--- config.mk ---
export PLATFORM = sky130hd
export DESIGN_NAME = mpm_ram
export DESIGN_NICKNAME = d
export VERILOG_FILES = /design/src/hw/rtl/mpm_ram.sv
export SDC_FILE = /design/constraint.sdc
export NUM_CORES = 2
export LEC_CHECK = 0
export BUFFER_PORTS_ARGS = -buffer_cell sky130_fd_sc_hd__buf_4
export CAP_MARGIN = 10
export CORE_ASPECT_RATIO = 0.5
export CORE_UTILIZATION = 68
export DETAILED_ROUTE_END_ITERATION = 8
export PLACE_DENSITY_LB_ADDON = 0.3
export RECOVER_POWER = 100
export SYNTH_ARGS = -nofsm -noshare
export SYNTH_HDL_FRONTEND = slang
export SYNTH_SLANG_ARGS = --single-unit
export TNS_END_PERCENT = 30
--- constraint.sdc ---
create_clock -name clk -period 4.5 [get_ports clk]
set_input_delay 0.225 -clock clk [delete_from_list [all_inputs] [get_ports clk]]
set_output_delay 0.225 -clock clk [all_outputs]
set_load 0.02 [all_outputs]
--- src/hw/rtl/mpm_ram.sv ---
module mpm_ram #(
  parameter int WIDTH = 8,
  parameter int DEPTH = 256,
  localparam int AW = $clog2(DEPTH)
) (
  input  logic             clk,
  input  logic             we,
  input  logic [AW-1:0]    waddr,
  input  logic [WIDTH-1:0] wdata,
  input  logic [AW-1:0]    raddr,
  output logic [WIDTH-1:0] rdata
);

  logic [WIDTH-1:0] mem [DEPTH];

  always_ff @(posedge clk) begin
    if (we) begin
      mem[waddr] <= wdata;
    end
    rdata <= mem[raddr];
  end

endmodule

==> summary.txt <==
outcome = finished with violations
failing checks = capacitance limit, slew limit
Num CTS Buffers = 163
Die X = 486 um
Total Routed Length = 199000 um
Crit path required time = 5120 ps
commonest cells in the netlist = edfxtp_1, mux4_2, nor2_1, mux2i_1, a22oi_1
Yosys cell types = 55
IO Count = 34
Worst-Margin Slew = 4310 ps
clk slew on worst S/H paths = 70 ps
sequential share of the synthesized area = 77.5%
gr usage total = 34.4%
Synth Warn # = 0
Yosys top cell by area = edfxtp_1
Min Hold Slack = 117 ps
Sink Count = 2056
reg2reg setup slack = 1380 ps
row count = 88
Area Overhead vs Synth = 8.44%
syn_area_per_cell = 21.3 sq um
vias = 40500
CTS HTree Levels = 4
Overflow after GRT = 0
Post-Syn Instances = 3733
dominant synthesized flop cell = edfxtp_1
Yosys reg bits = 2056
DP HPWL = 116000 um
CTS tree = built
max_slew headroom = -187%
Max rail drop VDD = 0.345 mV
Starting Density = 68.8%
die height = 244 um
first-pass iteration count of the detailed router = 6
maxcap violations = 29
Detail Route Antenna Nets = 0
syn_nets = 3759
CTS Hold Bufs = 0
count of pins over their slew limit = 1510
Fill cells = 5976
post-synth top area share = 77.3%
Final Critical Period = 3880 ps
DRC = 0
largest net degree at the start of global routing = 168
Wirelength per Cell = 36.3 um
P_leak = 26.4 nW
root buf cell = clkbuf_16
nets@finish = 3845
Syn Std Cell Area = 79600 sq um
PortBufs = 33
Setup-failing EPs final = 0
clock latency on the worst-skew pair = 800 ps
worst-path maximum fanout = 48
GPL Wtd Cong = 0.876
core footprint = 116000 sq um
DIE AREA = 118000 sq um
PD cells = 429 nW/um^2
layout cells sized above 1 = 20.2%
number of global-route vias before repair = 40600
number of synthesized flops with an enable pin = 2048
Fmax achieved = 257 MHz
Crit Path Class = in -> reg
DR iter-0 viols = 6477
postcts setup bufs = 0
FFs w/ async S/R, synth = 0%
Critical Path Sink Type = flip-flop
initial antenna violation count = 11
worst hold path type = in -> reg
synth top area cells = edfxtp_1, mux4_2, mux2i_1
most numerous cell in the Yosys netlist = edfxtp_1
final worst-path cycle share = 86.3%
Critical Path AT = 4500 ps
RSZ-0062 raised after global routing = false
first-pass GRT wire length = 286000 um
clk buf depth = 3
Final Hold Vio Count = 0
final setup TNS = 0 ps
drt via density = 7.40
post_cts resized = 0
startpoint type of the worst setup path = input pin
Layout Skew = 30.6 ps
metal layers:
layer / global-route usage [%] / wire length, um
met3: 9.93 / 28600
met4: 13.2 / 8210
met2: 52.0 / 92700
met5: 0 / 102
met1: 48.6 / 69600
state kept, by name, indices dropped and copies added, names as in the netlist:
name / count
rdata: 8
mem: 2048
area by class of cell:
cell class / count / area, sq um / share of cell area, %
Sequential cell: 2056 / 61700 / 71.5
Clock inverter: 68 / 500 / 0.580
Inverter: 2 / 7.51 / 0.00870
Multi-Input combinational cell: 1442 / 16500 / 19.1
Clock buffer: 221 / 4480 / 5.20
Tap cell: 1530 / 1910 / 2.22
Antenna cell: 8 / 20.0 / 0.0232
Timing Repair Buffer: 154 / 1210 / 1.40
cell usage in the layout, fill, tap and decap left out, types with 17 or more instances in the layout:
cell type,n
edfxtp_1,2048
mux4_2,454
nor2_1,279
clkbuf_16,169
mux2i_1,134
a22oi_1,133
a21oi_1,96
buf_4,83
clkbuf_1,81
o221ai_1,46
clkinv_1,41
nand3_1,34
nand2_1,33
o22ai_1,28
nor2b_1,28
nor4_1,23
nor3_1,21
buf_12,17
cells by family after synthesis:
group,after synthesis,share of synthesized area (%)
AO/OA/AOI/OAI,385,3.42
buffers and inverters,235,1.83
flip-flops,2056,77.5
multiplexers,591,14.6
AND/OR/NAND/NOR,466,2.63
per-stage QoR:
stage / util [%] / worst slack, ps / std cells / total power, mW / instance area, sq um
3_5_place_dp: 70.5 / 547 / 5183 / 23.4 / 81500
2_1_floorplan: - / 2340 / 3733 / 22.6 / 79600
6_report: 74.6 / 616 / 5481 / 37.0 / 86300
5_1_grt: 74.6 / 573 / 5474 / 37.8 / 86300
3_3_place_gp: 70.5 / 437 / 5183 / 23.4 / 81500
4_1_cts: 74.8 / 1370 / 5472 / 37.0 / 86500
path summary, 6_finish.rpt:
check,start,to,depth (start not counted)
hold / removal,wdata[1],mem[15][1],1
setup / recovery,raddr[0],rdata[6],9
setup reg to reg,mem[83][5],rdata[5],6
hold reg to reg,mem[41][3],rdata[3],7
critical path, stage by stage:
cell	delay [ps]
clkbuf_4	1020
buf_12	340
buf_4	450
mux2i_1	360
o221ai_1	310
a21oi_1	330
o32ai_2	140
nor3_1	1040
nor4_2	150
power by group:
group,switching (mW),leakage (nW),internal [mW]
Clock,6.56,2.43,7.38
Combinational,1.29,5.48,0.630
Sequential,0.0433,18.5,21.1
No activity file was read; power rests on OpenSTA's default activity.
